**src/esas_pkg.sv**
```systemverilog
// ----------------------------------------------------------------------------
// esas_pkg: shared types and constants for the encoder speed and sector block
// Field widths, configuration codes, reset values and the structs that travel
// between the front end, the queue and the back end.
// ----------------------------------------------------------------------------
package esas_pkg;

    localparam int ANGLE_IN_W = 12;
    localparam int TS_W       = 32;
    localparam int SECTOR_W   = 3;
    localparam int SPEED_W    = 30;
    localparam int OFFSET_W   = 12;
    localparam int POLE_W     = 5;
    localparam int WIN_W      = 20;
    localparam int GAIN_W     = 17;
    localparam int CFG_IDX_W  = 2;
    localparam int CFG_DATA_W = 20;
    localparam int QUOT_W     = 29;   // raw speed magnitude never exceeds 480000000

    // 60e6 us/min * 16 (1/16 rpm); divided by dt * 2^ANGLE_BITS later
    localparam logic [29:0]       SPEED_NUM = 30'd960000000;
    localparam logic [GAIN_W-1:0] GAIN_ONE  = 17'h10000;

    localparam logic [OFFSET_W-1:0] RST_OFFSET = 12'd1018;
    localparam logic [POLE_W-1:0]   RST_POLES  = 5'd7;
    localparam logic [WIN_W-1:0]    RST_WINDOW = 20'd2000;
    localparam logic [GAIN_W-1:0]   RST_GAIN   = 17'd13107;

    localparam logic [CFG_IDX_W-1:0] CFG_ANGLE_OFFSET = 2'd0;
    localparam logic [CFG_IDX_W-1:0] CFG_POLE_CNT     = 2'd1;
    localparam logic [CFG_IDX_W-1:0] CFG_MIN_WINDOW   = 2'd2;
    localparam logic [CFG_IDX_W-1:0] CFG_FILTER_GAIN  = 2'd3;

    typedef enum logic {
        ACT_INIT   = 1'b0,
        ACT_UPDATE = 1'b1
    } t_action;

    typedef struct packed {
        logic [OFFSET_W-1:0] offset;
        logic [POLE_W-1:0]   poles;
    } t_angle_cfg;

    typedef struct packed {
        logic [WIN_W-1:0]  min_window;
        logic [GAIN_W-1:0] gain;
    } t_speed_cfg;

    // one classified beat as held in the queue
    typedef struct packed {
        t_action               action;
        logic [ANGLE_IN_W-1:0] angle;
        logic [TS_W-1:0]       timestamp;
        logic [ANGLE_IN_W-1:0] elec_angle;
        logic [SECTOR_W-1:0]   sector;
    } t_item;

    typedef struct packed {
        logic [ANGLE_IN_W-1:0]     elec_angle;
        logic [SECTOR_W-1:0]       sector;
        logic signed [SPEED_W-1:0] speed;
        logic                      updated;
    } t_result;

endpackage

```
**src/esas_front.sv**
```systemverilog
// ----------------------------------------------------------------------------
// esas_front: input classifier
// Takes an input beat, masks the angle, computes electrical angle and sector
// and pushes the classified item into the queue.
// ----------------------------------------------------------------------------
module esas_front import esas_pkg::*; #(
    parameter int ANGLE_BITS = 12
) (
    input  logic                  i_valid,
    output logic                  o_ready,
    input  logic                  i_action,
    input  logic [ANGLE_IN_W-1:0] i_angle,
    input  logic [TS_W-1:0]       i_timestamp,
    input  t_angle_cfg            i_cfg,
    input  logic                  i_full,
    output logic                  o_push,
    output t_item                 o_item
);

    localparam int AW         = ANGLE_BITS;
    localparam int SECTOR_DIV = ((2 ** AW) + 5) / 6;
    localparam logic [AW-1:0] SEC_B1 = AW'(SECTOR_DIV);
    localparam logic [AW-1:0] SEC_B2 = AW'(2 * SECTOR_DIV);
    localparam logic [AW-1:0] SEC_B3 = AW'(3 * SECTOR_DIV);
    localparam logic [AW-1:0] SEC_B4 = AW'(4 * SECTOR_DIV);
    localparam logic [AW-1:0] SEC_B5 = AW'(5 * SECTOR_DIV);

    logic [AW+ANGLE_IN_W-1:0] w_angle_ext;
    logic [AW+OFFSET_W-1:0]   w_offset_ext;
    logic [AW+ANGLE_IN_W-1:0] w_angle_back;
    logic [AW+ANGLE_IN_W-1:0] w_ea_back;
    logic [AW-1:0]            w_angle;
    logic [AW-1:0]            w_offset;
    logic [AW-1:0]            w_mech;
    logic [AW+POLE_W-1:0]     w_prod;
    logic [AW-1:0]            w_ea;
    logic [SECTOR_W-1:0]      w_sector;

    always_comb begin
        w_angle_ext  = {{AW{1'b0}}, i_angle};
        w_offset_ext = {{AW{1'b0}}, i_cfg.offset};
        w_angle      = w_angle_ext[AW-1:0];
        w_offset     = w_offset_ext[AW-1:0];
        w_mech       = w_angle - w_offset;
        w_prod       = w_mech * i_cfg.poles;
        w_ea         = w_prod[AW-1:0];

        // divide by the sector width through threshold compares
        if (w_ea >= SEC_B5) begin
            w_sector = 3'd5;
        end else if (w_ea >= SEC_B4) begin
            w_sector = 3'd4;
        end else if (w_ea >= SEC_B3) begin
            w_sector = 3'd3;
        end else if (w_ea >= SEC_B2) begin
            w_sector = 3'd2;
        end else if (w_ea >= SEC_B1) begin
            w_sector = 3'd1;
        end else begin
            w_sector = 3'd0;
        end

        w_angle_back = {{ANGLE_IN_W{1'b0}}, w_angle};
        w_ea_back    = {{ANGLE_IN_W{1'b0}}, w_ea};
    end

    assign o_ready = !i_full;
    assign o_push  = i_valid && !i_full;

    always_comb begin
        o_item.action     = t_action'(i_action);
        o_item.angle      = w_angle_back[ANGLE_IN_W-1:0];
        o_item.timestamp  = i_timestamp;
        o_item.elec_angle = w_ea_back[ANGLE_IN_W-1:0];
        o_item.sector     = w_sector;
    end

endmodule

```
**src/esas_fifo.sv**
```systemverilog
// ----------------------------------------------------------------------------
// esas_fifo: two-entry item queue
// Decouples the classifier from the speed back end.
// ----------------------------------------------------------------------------
module esas_fifo import esas_pkg::*; (
    input  logic  i_clk,
    input  logic  i_rst_n,
    input  logic  i_push,
    input  t_item i_item,
    output logic  o_full,
    input  logic  i_pop,
    output logic  o_empty,
    output t_item o_head
);

    localparam int DEPTH = 2;
    localparam int PW    = $clog2(DEPTH);

    t_item         r_mem [DEPTH];
    logic [PW-1:0] r_wr_ptr;
    logic [PW-1:0] r_rd_ptr;
    logic [PW:0]   r_count;

    assign o_full  = (r_count == (PW+1)'(DEPTH));
    assign o_empty = (r_count == '0);
    assign o_head  = r_mem[r_rd_ptr];

    always_ff @(posedge i_clk) begin
        if (i_push) begin
            r_mem[r_wr_ptr] <= i_item;
        end
    end

    always_ff @(posedge i_clk) begin
        if (!i_rst_n) begin
            r_wr_ptr <= '0;
            r_rd_ptr <= '0;
            r_count  <= '0;
        end else begin
            if (i_push) begin
                r_wr_ptr <= r_wr_ptr + 1'b1;
            end
            if (i_pop) begin
                r_rd_ptr <= r_rd_ptr + 1'b1;
            end
            if (i_push && !i_pop) begin
                r_count <= r_count + 1'b1;
            end else if (!i_push && i_pop) begin
                r_count <= r_count - 1'b1;
            end
        end
    end

endmodule

```
**src/esas_back.sv**
```systemverilog
// ----------------------------------------------------------------------------
// esas_back: speed sequencer
// Holds the reference and filter state, runs the serial speed divide and the
// filter update, and drives the output register.
// ----------------------------------------------------------------------------
module esas_back import esas_pkg::*; #(
    parameter int ANGLE_BITS = 12
) (
    input  logic       i_clk,
    input  logic       i_rst_n,
    input  t_speed_cfg i_cfg,
    input  logic       i_empty,
    input  t_item      i_head,
    output logic       o_pop,
    output logic       o_valid,
    input  logic       i_ready,
    output t_result    o_result
);

    localparam int AW     = ANGLE_BITS;
    localparam int DW     = AW + 2;
    localparam int HALF_I = 2 ** (AW - 1);
    localparam logic signed [DW-1:0] D_HALF = DW'(HALF_I);
    localparam logic signed [DW-1:0] D_MOD  = DW'(2 * HALF_I);
    localparam int CNT_W  = $clog2(QUOT_W);
    localparam logic [CNT_W-1:0] LAST_BIT = CNT_W'(QUOT_W - 1);

    typedef enum logic [2:0] {
        ST_IDLE,
        ST_MUL,
        ST_DIV,
        ST_DIFF,
        ST_FMUL,
        ST_FADD
    } t_state;

    t_state                    r_state;
    logic [ANGLE_IN_W-1:0]     r_ref_angle;
    logic [TS_W-1:0]           r_ref_time;
    logic signed [SPEED_W-1:0] r_filt;
    logic [ANGLE_IN_W-1:0]     r_last_ea;
    logic [SECTOR_W-1:0]       r_last_sector;
    logic [ANGLE_IN_W-1:0]     r_new_angle;
    logic [TS_W-1:0]           r_new_time;
    logic [AW-1:0]             r_absd;
    logic                      r_neg;
    logic [TS_W-1:0]           r_dt;
    logic [QUOT_W-1:0]         r_num;
    logic [TS_W-1:0]           r_rem;
    logic [CNT_W-1:0]          r_cnt;
    logic signed [31:0]        r_diff;
    logic signed [49:0]        r_fprod;
    logic                      r_valid;
    t_result                   r_result;

    logic signed [DW-1:0]  w_delta0;
    logic signed [DW-1:0]  w_delta;
    logic signed [DW-1:0]  w_dabs;
    logic [TS_W-1:0]       w_dt;
    logic [WIN_W-1:0]      w_win;
    logic                  w_sample;
    logic                  w_slot;
    logic                  w_load;
    logic [AW+29:0]        w_spd_prod;
    logic [TS_W:0]         w_trial;
    logic                  w_qbit;
    logic signed [31:0]    w_raw;
    logic [GAIN_W-1:0]     w_gain;
    logic signed [31:0]    w_step;
    logic signed [31:0]    w_filt_sum;

    always_comb begin
        w_delta0 = $signed(DW'(i_head.angle)) - $signed(DW'(r_ref_angle));
        if (w_delta0 >= D_HALF) begin
            w_delta = w_delta0 - D_MOD;
        end else if (w_delta0 <= -D_HALF) begin
            w_delta = w_delta0 + D_MOD;
        end else begin
            w_delta = w_delta0;
        end
        w_dabs   = (w_delta < 0) ? -w_delta : w_delta;
        w_dt     = i_head.timestamp - r_ref_time;
        w_win    = (i_cfg.min_window == '0) ? WIN_W'(1) : i_cfg.min_window;
        w_sample = (w_dt >= {{(TS_W-WIN_W){1'b0}}, w_win});

        w_spd_prod = r_absd * SPEED_NUM;

        // one restoring divide step per cycle
        w_trial = {r_rem, r_num[QUOT_W-1]};
        w_qbit  = (w_trial >= {1'b0, r_dt});

        w_raw  = r_neg ? -$signed({3'b000, r_num}) : $signed({3'b000, r_num});
        w_gain = (i_cfg.gain > GAIN_ONE) ? GAIN_ONE : i_cfg.gain;

        // floor shift: drop the low 16 bits of the two's complement product
        w_step     = r_fprod[47:16];
        w_filt_sum = 32'(r_filt) + w_step;
    end

    assign w_slot   = !r_valid || i_ready;
    assign o_pop    = (r_state == ST_IDLE) && !i_empty && w_slot;
    // load the output register: an init or no-sample update, or the filter add
    assign w_load   = (o_pop && ((i_head.action == ACT_INIT) || !w_sample)) ||
                      (r_state == ST_FADD);
    assign o_valid  = r_valid;
    assign o_result = r_result;

    always_ff @(posedge i_clk) begin
        if (!i_rst_n) begin
            r_state       <= ST_IDLE;
            r_ref_angle   <= '0;
            r_ref_time    <= '0;
            r_filt        <= '0;
            r_last_ea     <= '0;
            r_last_sector <= '0;
            r_valid       <= 1'b0;
            r_result      <= '0;
            r_new_angle   <= '0;
            r_new_time    <= '0;
            r_absd        <= '0;
            r_neg         <= 1'b0;
            r_dt          <= '0;
            r_num         <= '0;
            r_rem         <= '0;
            r_cnt         <= '0;
            r_diff        <= '0;
            r_fprod       <= '0;
        end else begin
            if (w_load) begin
                r_valid <= 1'b1;
            end else if (r_valid && i_ready) begin
                r_valid <= 1'b0;
            end

            case (r_state)
                ST_IDLE: begin
                    if (o_pop) begin
                        if (i_head.action == ACT_INIT) begin
                            r_ref_angle <= i_head.angle;
                            r_ref_time  <= i_head.timestamp;
                            r_result    <= '{r_last_ea, r_last_sector, r_filt, 1'b0};
                        end else begin
                            r_last_ea     <= i_head.elec_angle;
                            r_last_sector <= i_head.sector;
                            if (w_sample) begin
                                r_absd      <= w_dabs[AW-1:0];
                                r_neg       <= (w_delta < 0);
                                r_dt        <= w_dt;
                                r_new_angle <= i_head.angle;
                                r_new_time  <= i_head.timestamp;
                                r_state     <= ST_MUL;
                            end else begin
                                r_result <= '{i_head.elec_angle, i_head.sector,
                                              r_filt, 1'b0};
                            end
                        end
                    end
                end
                ST_MUL: begin
                    r_num   <= w_spd_prod[AW+QUOT_W-1:AW];
                    r_rem   <= '0;
                    r_cnt   <= '0;
                    r_state <= ST_DIV;
                end
                ST_DIV: begin
                    r_rem <= w_qbit ? TS_W'(w_trial - {1'b0, r_dt}) : w_trial[TS_W-1:0];
                    r_num <= {r_num[QUOT_W-2:0], w_qbit};
                    r_cnt <= r_cnt + 1'b1;
                    if (r_cnt == LAST_BIT) begin
                        r_state <= ST_DIFF;
                    end
                end
                ST_DIFF: begin
                    r_diff  <= w_raw - 32'(r_filt);
                    r_state <= ST_FMUL;
                end
                ST_FMUL: begin
                    r_fprod <= $signed({1'b0, w_gain}) * r_diff;
                    r_state <= ST_FADD;
                end
                ST_FADD: begin
                    r_filt      <= w_filt_sum[SPEED_W-1:0];
                    r_ref_angle <= r_new_angle;
                    r_ref_time  <= r_new_time;
                    r_result    <= '{r_last_ea, r_last_sector,
                                     w_filt_sum[SPEED_W-1:0], 1'b1};
                    r_state     <= ST_IDLE;
                end
                default: begin
                    r_state <= ST_IDLE;
                end
            endcase
        end
    end

endmodule

```
**src/encoder_speed_and_sector_top.sv**
```systemverilog
// ----------------------------------------------------------------------------
// encoder_speed_and_sector_top: rotor angle to electrical sector and speed
// Stream-in encoder samples, stream-out electrical angle, sector and a
// low-pass filtered speed in 1/16 rpm.
// ----------------------------------------------------------------------------
// Each input beat carries a 12-bit mechanical angle and a 32-bit microsecond
// timestamp; tuser selects init (0: store angle and time as the reference)
// or update (1). An update gives the electrical angle
// ((angle - angle_offset) * pole-pair count) mod 2^ANGLE_BITS and its sector
// (0..5), and, once min_window_us has elapsed since the reference, takes a
// speed sample delta*960000000/(dt*2^ANGLE_BITS), folds it into the filter
// with weight filter_gain_q16 and moves the reference. Every input beat gives
// exactly one output beat. An accepted beat is written to the queue; the back
// end then pops an init beat or an update inside the window and loads the
// output register as it pops. A speed sample holds the back end through the
// pop, the speed multiply, 29 serial divide steps, the difference, the filter
// multiply and the filter add, and the back end pops no new beat until the
// filter add has loaded the output register. A full output register holds the
// back end until the beat is taken. A two-entry queue lets the input keep
// flowing while the back end works or the output waits. Write configuration
// only while the block is idle.
// ----------------------------------------------------------------------------
module encoder_speed_and_sector_top import esas_pkg::*; #(
    parameter int ANGLE_BITS = 12
) (
    input  logic                  i_clk,
    input  logic                  i_rst_n,
    // configuration
    input  logic                  i_cfg_wr_en,
    input  logic [CFG_IDX_W-1:0]  i_cfg_index,
    input  logic [CFG_DATA_W-1:0] i_cfg_wdata,
    // input stream
    input  logic                  s_axis_tvalid,
    output logic                  s_axis_tready,
    input  logic [47:0]           s_axis_tdata,  // angle[11:0], timestamp_us[43:12], zero pad
    input  logic                  s_axis_tuser,  // action
    // output stream
    output logic                  m_axis_tvalid,
    input  logic                  m_axis_tready,
    output logic [47:0]           m_axis_tdata,  // electrical_angle[11:0], sector[14:12],
                                                 // speed[44:15], zero pad
    output logic                  m_axis_tuser   // speed_updated
);

    logic [OFFSET_W-1:0] r_offset;
    logic [POLE_W-1:0]   r_poles;
    logic [WIN_W-1:0]    r_window;
    logic [GAIN_W-1:0]   r_gain;

    t_angle_cfg w_angle_cfg;
    t_speed_cfg w_speed_cfg;
    logic       w_push;
    logic       w_full;
    logic       w_pop;
    logic       w_empty;
    t_item      w_item;
    t_item      w_head;
    t_result    w_result;

    // configuration registers; writes beyond the list are dropped
    always_ff @(posedge i_clk) begin
        if (!i_rst_n) begin
            r_offset <= RST_OFFSET;
            r_poles  <= RST_POLES;
            r_window <= RST_WINDOW;
            r_gain   <= RST_GAIN;
        end else if (i_cfg_wr_en) begin
            case (i_cfg_index)
                CFG_ANGLE_OFFSET: r_offset <= i_cfg_wdata[OFFSET_W-1:0];
                CFG_POLE_CNT:     r_poles  <= i_cfg_wdata[POLE_W-1:0];
                CFG_MIN_WINDOW:   r_window <= i_cfg_wdata[WIN_W-1:0];
                CFG_FILTER_GAIN:  r_gain   <= i_cfg_wdata[GAIN_W-1:0];
                default: begin
                end
            endcase
        end
    end

    assign w_angle_cfg = '{r_offset, r_poles};
    assign w_speed_cfg = '{r_window, r_gain};

    // front end: classify the beat and compute the commutation angle
    esas_front #(
        .ANGLE_BITS (ANGLE_BITS)
    ) u_front (
        .i_valid     (s_axis_tvalid),
        .o_ready     (s_axis_tready),
        .i_action    (s_axis_tuser),
        .i_angle     (s_axis_tdata[11:0]),
        .i_timestamp (s_axis_tdata[43:12]),
        .i_cfg       (w_angle_cfg),
        .i_full      (w_full),
        .o_push      (w_push),
        .o_item      (w_item)
    );

    // hold classified beats while the back end is busy
    esas_fifo u_fifo (
        .i_clk   (i_clk),
        .i_rst_n (i_rst_n),
        .i_push  (w_push),
        .i_item  (w_item),
        .o_full  (w_full),
        .i_pop   (w_pop),
        .o_empty (w_empty),
        .o_head  (w_head)
    );

    // back end: reference tracking, speed divide and filter
    esas_back #(
        .ANGLE_BITS (ANGLE_BITS)
    ) u_back (
        .i_clk    (i_clk),
        .i_rst_n  (i_rst_n),
        .i_cfg    (w_speed_cfg),
        .i_empty  (w_empty),
        .i_head   (w_head),
        .o_pop    (w_pop),
        .o_valid  (m_axis_tvalid),
        .i_ready  (m_axis_tready),
        .o_result (w_result)
    );

    assign m_axis_tdata = {3'b000, w_result.speed, w_result.sector, w_result.elec_angle};
    assign m_axis_tuser = w_result.updated;

endmodule
```
**config.mk**
```make
export PLATFORM = sky130hd
export DESIGN_NAME = encoder_speed_and_sector_top
export DESIGN_NICKNAME = d
export VERILOG_FILES = /design/src/esas_pkg.sv /design/src/esas_front.sv /design/src/esas_fifo.sv /design/src/esas_back.sv /design/src/encoder_speed_and_sector_top.sv
export SDC_FILE = /design/constraint.sdc
export NUM_CORES = 2
export LEC_CHECK = 0
export ABC_CLOCK_PERIOD_IN_PS = 7400
export BUFFER_PORTS_ARGS = -buffer_cell sky130_fd_sc_hd__buf_4
export CORE_ASPECT_RATIO = 0.7
export CORE_MARGIN = 2
export CORE_UTILIZATION = 59
export CTS_CLUSTER_SIZE = 40
export DETAILED_ROUTE_END_ITERATION = 8
export GPL_TIMING_DRIVEN = 0
export PLACE_DENSITY = 0.76
export SYNTH_ARGS = -nofsm -noshare
export SYNTH_HDL_FRONTEND = slang
export SYNTH_SLANG_ARGS = --single-unit
```
**constraint.sdc**
```tcl
create_clock -name i_clk -period 7.4 [get_ports i_clk]
set_input_delay 1.11 -clock i_clk [delete_from_list [all_inputs] [get_ports i_clk]]
set_output_delay 1.11 -clock i_clk [all_outputs]
set_load 0.005 [all_outputs]
```
# Word-level counts from Yosys, hierarchy flattened
# Memories as Yosys holds them, arrays and structs flattened. A register that Yosys moved wholly into a read port is not among the register bits.
# Cells that the tools add are included.
[totals]
out_inout_bits = 51
input_bits = 76
mem_count = 1
regBits = 430
mem_bits_rw = 120
wordCells = 146
[mem_list]
columns = ["name", "depth", "word_bits", "rd", "rd_clocked_by_memory_dff", "write_ports", "line", "text"]
rows = [
  ["u_fifo.r_mem", 2, 60, 1, 1, 1, "esas_fifo.sv:19", "t_item r_mem [DEPTH];"],
]
[op_classes]
addsub = 15
order_cmp = 11
n_reduce_logical = 33
mul = 3
eq_ne = 16
n_mux = 38
bitwise_logic = 1
[op_table]
columns = ["operator", "count"]
rows = [
  ["2-to-1 mux 46 bit", 3],
  ["2-to-1 mux 32 bit", 4],
  ["one-hot mux 32 bit (2 select lines)", 2],
  ["one-hot mux 46 bit (2 select lines)", 1],
  ["subtractor 32 bit", 2],
  ["one-hot mux 29 bit (2 select lines)", 1],
  ["multiplier 18 x 32 -> 46 bit", 1],
  ["greater-or-equal comparator 12 bit (second input constant)", 3],
  ["2-to-1 mux 12 bit", 3],
  ["greater-or-equal comparator 33 x 32 -> 1 bit", 1],
  ["greater-or-equal comparator 32 x 20 -> 1 bit", 1],
  ["negator 29 -> 32 bit", 1],
  ["subtractor 32 x 30 -> 32 bit", 1],
  ["adder 30 bit", 1],
  ["multiplier 12 x 18 -> 29 bit (second input constant)", 1],
  ["2-to-1 mux 14 bit", 2],
  ["2-to-1 mux 3 bit", 8],
  ["one-hot mux 12 bit (2 select lines)", 1],
  ["zero test 20 bit", 1],
  ["2-to-1 mux 20 bit", 1],
  ["> comparator 17 bit (second input constant)", 1],
  ["2-to-1 mux 17 bit", 1],
  ["one-hot mux 3 bit (5 select lines)", 1],
  ["adder 14 bit (second input constant)", 1],
  ["other kinds (36)", 74],
]

# Logic depth before layout (Yosys ltp)
[depth]
depth_word = 8
mapped_depth = 29

# By module
# A second synthesis with hierarchy kept.
[hier_totals]
cells_unflattened = 5848
hier_area_um2 = 51768.4
[by_module_without_submodules]
columns = ["module", "cells_each", "seq_area_each_um2", "area_each_um2", "instances"]
rows = [
  ["esas_back", 5068, 7126.8, 42435.7, 1],
  ["esas_fifo", 209, 3703.6, 4533.1, 1],
  ["esas_front", 349, 0.0, 2603.7, 1],
  ["encoder_speed_and_sector_top", 222, 1081.0, 2195.9, 1],
]

# Least setup slack after synthesis
# Ideal clock, no wire load.
[synth_timing]
path_kind = "flip-flop to flip-flop"
startpoint = "register r_gain[12]"
endpoint = "register u_back.r_fprod[42]"
required_ps = 7283
path_slack_ps = -62
stages_incl_launch_ff = 28
setup_time_ps = 117
path_buffers = 2
synth_period_minus_slack_ps = 7462
arrival_time_ps = 7345
cell_sequence = "dfxtp_1 nor4_1 a41oi_1 clkbuf_1 nor2b_1 clkbuf_1 nand2_1 fa_1 inv_1 fa_1 fa_1 fa_1 fa_1 inv_1 fa_1 inv_1 ha_1 a21oi_1 o21ai_0 a221o_1 a221o_1 a31oi_1 nor2_1 o31a_1 nor3_1 o21bai_1 xor2_1 a22o_1"
[synth_via]
elab_chain_len = 3
[synth_lines]
columns = ["item", "line", "text"]
rows = [
  ["start: declaration", "encoder_speed_and_sector_top.sv:48", "logic [GAIN_W-1:0] r_gain;"],
  ["start signal: assignment", "encoder_speed_and_sector_top.sv:72", "CFG_FILTER_GAIN: r_gain <= i_cfg_wdata[GAIN_W-1:0];"],
  ["> comparator 17 bit", "esas_back.sv:93", "w_gain = (i_cfg.gain > GAIN_ONE) ? GAIN_ONE : i_cfg.gain;"],
  ["2-to-1 mux 17 bit (*)", "esas_back.sv:93", ""],
  ["multiplier 18 x 32 -> 46 bit (*)", "esas_back.sv:178", "r_fprod <= $signed({1'b0, w_gain}) * r_diff;"],
  ["end signal: assignment", "esas_back.sv:178", ""],
  ["end: declaration", "esas_back.sv:52", "logic signed [49:0] r_fprod;"],
]
# Every way passes the cells marked *; elsewhere a longest branch is shown, timed or not.
# A chain may end at the register's enable or synchronous reset.

# Worst setup path after layout
[layout_timing]
startpoint = "register r_gain[0]"
endpoint = "register u_back.r_fprod[42]"
# Same word-level chain as after synthesis.

==> metrics.cfg <==
[cells_and_area]
layout.core_utilization=0.671
area_growth_from_synthesis_to_layout_pct=12.0
drive_gt1_frac=0.0961
seq_area_mm2=0.0119
nFillCells=6753
layout.nets=7114
commonest_non_fill_non_tap_cells_in_the_layout=inv_1 (838), nand2_1 (607), fa_1 (563), dfxtp_1 (400), a21oi_1 (394)
multiInputGateArea_mm2=0.0354
layout_commonest_cell=inv_1

[logic_synthesis]
synth_warnings=0
synth_edf_count=120
syn-cell-area_mm2=0.0508
dominantRegCellSynth=dfxtp_1
synth_seq_cells=535
post_synth_top_area_cell=fa_1
synth_top_area_frac=0.227
synthesis.instances=5832
yosysUniqueCellTypes=78
postSynth.asyncResetShare=0
postSynthAreaPerCell_um2=8.70
seq_total_area_yosys=0.235
synth_area_leaders=fa_1 (23%), dfxtp_1 (16%), ha_1 (9.2%), edfxtp_1 (7.1%), inv_1 (6.4%)

[timing]
hold_viol=0
timing_worst_slew_pin_value_ns=1.20
worst_clock_skew_ns=0.0271
final_min_period_over_clock_period=1.02
slew_headroom=0.196
fmax_mhz=132
timing_max_transition_violations_final=0
final.min_clock_period_ns=7.56
totalNegativeSetupSlack_ns=-0.363
timing.final.ws_setup_ns=-0.158
report.final.setup_viol=5
grt_setup_unrepaired=yes

[global_route]
grt_pass1_vias=42100
grt_overflow=0
grt_use_total=0.374
global_route_wire_length_before_repair_um=253000
grt_antenna_before_repair=16
grt_max_degree=61

[clocking]
numCtsBuffers=49
cts_sinks=535
clkLatencyLatePin_ns=0.61
cts-root-buf=clkbuf_16
htree_levels=2
tritoncts=done
worst_setup_hold_path_clk_slew_ns=0.07
cts-root-to-sink-buffers=3

[drt]
postRouteAntennaNets=0
route.final.wire_length_um=168000
routedLengthMet1_um=69300
highest-signal-layer=met5
drt-vias-per-instance=6.07
wl_met2_um=63900
post_drt_wl_per_cell_um=23.1
drt_iter0_markers=5817
via_count=44100
post-route-drc-count=5
first_pass_iters=9
met3_length_um=30000

[critical_path]
cpMaxStageDelayCell=fa_1
worstSetupPathType=reg2reg
crit_path_max_fanout=5
crit_path_start=r_gain[0]
critical-path-top-cell-by-count=fa_1
rr_startpoint=r_gain[0]
timing.critical_path.required_ns=7.90
crit_path_start_kind=flop
worst_path_largest_cell_delay_ns=0.55
end_kind=flop
worstPathArrival_ns=8.06

[placed_design]
gpl.final_weighted_congestion=1.09
io_buffers=118
dp.final_hpwl_um=133000

[die]
fp.dieW_um=355
die_h_um=249
start_util=0.599
fp.coreArea_mm2=0.0847
rows=89
floorplan.die_area_mm2=0.0884
design.portCount=127

[power_and_ir_drop]
worst_ir_drop_vdd_mv=0.577
power_density_mw_per_mm2=413
power.leakage_nw=25.7
post-layout-total-power_mw=23.5

[min_path]
min-delay-path-class=reg2reg
worst_hold_startpoint=r_offset[2]

[run]
max_cap_violations=0

[run_status]
violations=DRC, setup timing
status=finished with violations

==> power by group <==
part | switching [mW] | internal, mW
combinational | 9.90 | 6.65
sequential | 0.578 | 3.75
clock | 1.22 | 1.39
total | 11.7 | 11.8
==> worst max-delay path, delay by kind of cell, from the launching register on <==
| family | cells | cell delay (ns) |
|---|---|---|
| compound gates | 9 | 2.07 |
| xor+xnor | 1 | 0.16 |
| fa+ha+maj | 7 | 3.25 |
| buf+inv | 6 | 0.63 |
| flops | 1 | 0.37 |
| simple gates | 5 | 0.94 |
==> synthesized netlist by cell type (13+ instances only) <==
| library cell | n |
|---|---|
| clkbuf_1 | 247 |
| mux2i_1 | 42 |
| nand3b_1 | 13 |
| nor4_1 | 14 |
| nor2_1 | 309 |
| a211oi_1 | 78 |
| nand4_1 | 29 |
| nor2b_1 | 58 |
| nand3_1 | 87 |
| mux2_2 | 45 |
| nand2_1 | 612 |
| nand2b_1 | 32 |
| ha_1 | 374 |
| dfxtp_1 | 415 |
| a31oi_1 | 23 |
| xor2_1 | 73 |
| nor3_1 | 203 |
| a222oi_1 | 21 |
| buf_1 | 20 |
| o21ai_0 | 240 |
| or3_1 | 28 |
| edfxtp_1 | 120 |
| a21oi_1 | 404 |
| and3_1 | 26 |
| o21a_1 | 35 |
| o211ai_1 | 41 |
| a21o_1 | 76 |
| and2_1 | 377 |
| inv_1 | 864 |
| fa_1 | 576 |
| o31ai_1 | 24 |
| xnor2_1 | 151 |
| o21bai_1 | 23 |
==> final timing paths <==
kind / depth (start not counted) / to / slack, ns
worst max-delay path: 28 / u_back.r_fprod[42] / -0.16
worst min-delay path: 2 / r_offset[2] / 0.46
worst max register to register: 28 / u_back.r_fprod[42] / -0.16
worst min register to register: 2 / r_offset[2] / 0.46
==> layout make-up <==
type / instances / area share
sequential: 535 / 0.210
multi-input combinational: 4162 / 0.623
clock buffer: 64 / 0.0242
antenna: 7 / 0.000308
buffer: 267 / 0.0248
tap: 1137 / 0.0250
timing repair buffer: 209 / 0.0318
clock inverter: 27 / 0.00410
inverter: 864 / 0.0571
==> kinds of logic (layout without fill, tap and decap cells) <==
logic type	Yosys count	in the layout	share of synthesized area
and+or+nand+nor	1834	1834	0.176
xor gates and xnor gates	226	226	0.0394
DFF	535	535	0.235
AOI/OAI and AO/OA	1062	1062	0.128
other	1	10	0.0000739
adders and majority gates	950	950	0.319
buffers and inverters	1137	1431	0.0844
muxes	87	87	0.0183
==> registers in the layout, indices dropped and copies added (netlist names), 2 cells and up, named ones only <==
| register | flops |
|---|---|
| u_back.r_ref_angle | 12 |
| r_gain | 17 |
| r_poles | 5 |
| u_back.r_diff | 32 |
| u_back.r_absd | 12 |
| u_back.r_new_angle | 12 |
| u_back.o_result | 46 |
| u_back.r_new_time | 32 |
| r_window | 20 |
| u_back.r_rem | 32 |
| u_back.r_dt | 32 |
| u_fifo.r_count | 2 |
| u_back.r_last_ea | 12 |
| u_back.r_state | 3 |
| r_offset | 12 |
| u_back.r_num | 29 |
| u_back.r_ref_time | 32 |
| u_back.r_filt | 30 |
| u_fifo.r_mem | 120 |
| u_back.r_last_sector | 3 |
| u_back.r_cnt | 5 |
| u_back.r_fprod | 30 |
==> per-layer routing <==
layer / global-route usage / vias up
met4: 0.0854 / 14
met5: 0 / -
li1: - / 19600
met1: 0.547 / 21400
met2: 0.488 / 2747
met3: 0.185 / 376
==> metrics by stage <==
| stage | instance area [um2] | worst slack, ns | hold slack [ns] | std cells |
|---|---|---|---|---|
| 2_1_floorplan | 50800 | 0.0101 | 0.426 | 5834 |
| 3_3_place_gp | 53100 | -1.96 | 0.446 | 7089 |
| 3_5_place_dp | 53200 | -1.89 | 0.451 | 7094 |
| 4_1_cts | 56100 | -0.0361 | 0.460 | 7230 |
| 5_1_grt | 56800 | -0.339 | 0.469 | 7265 |
| 6_report | 56800 | -0.158 | 0.459 | 7272 |
==> what timing repair did <==
action                                  in CTS  in global routing
hold buffers                                 0                  0
gates cloned                                 1                  2
pin swaps                                   76                117
gates resized for setup                    209                168
endpoints found under the setup margin     166                154
setup buffers                               46                 39
No activity file was read; power rests on OpenSTA's default activity.
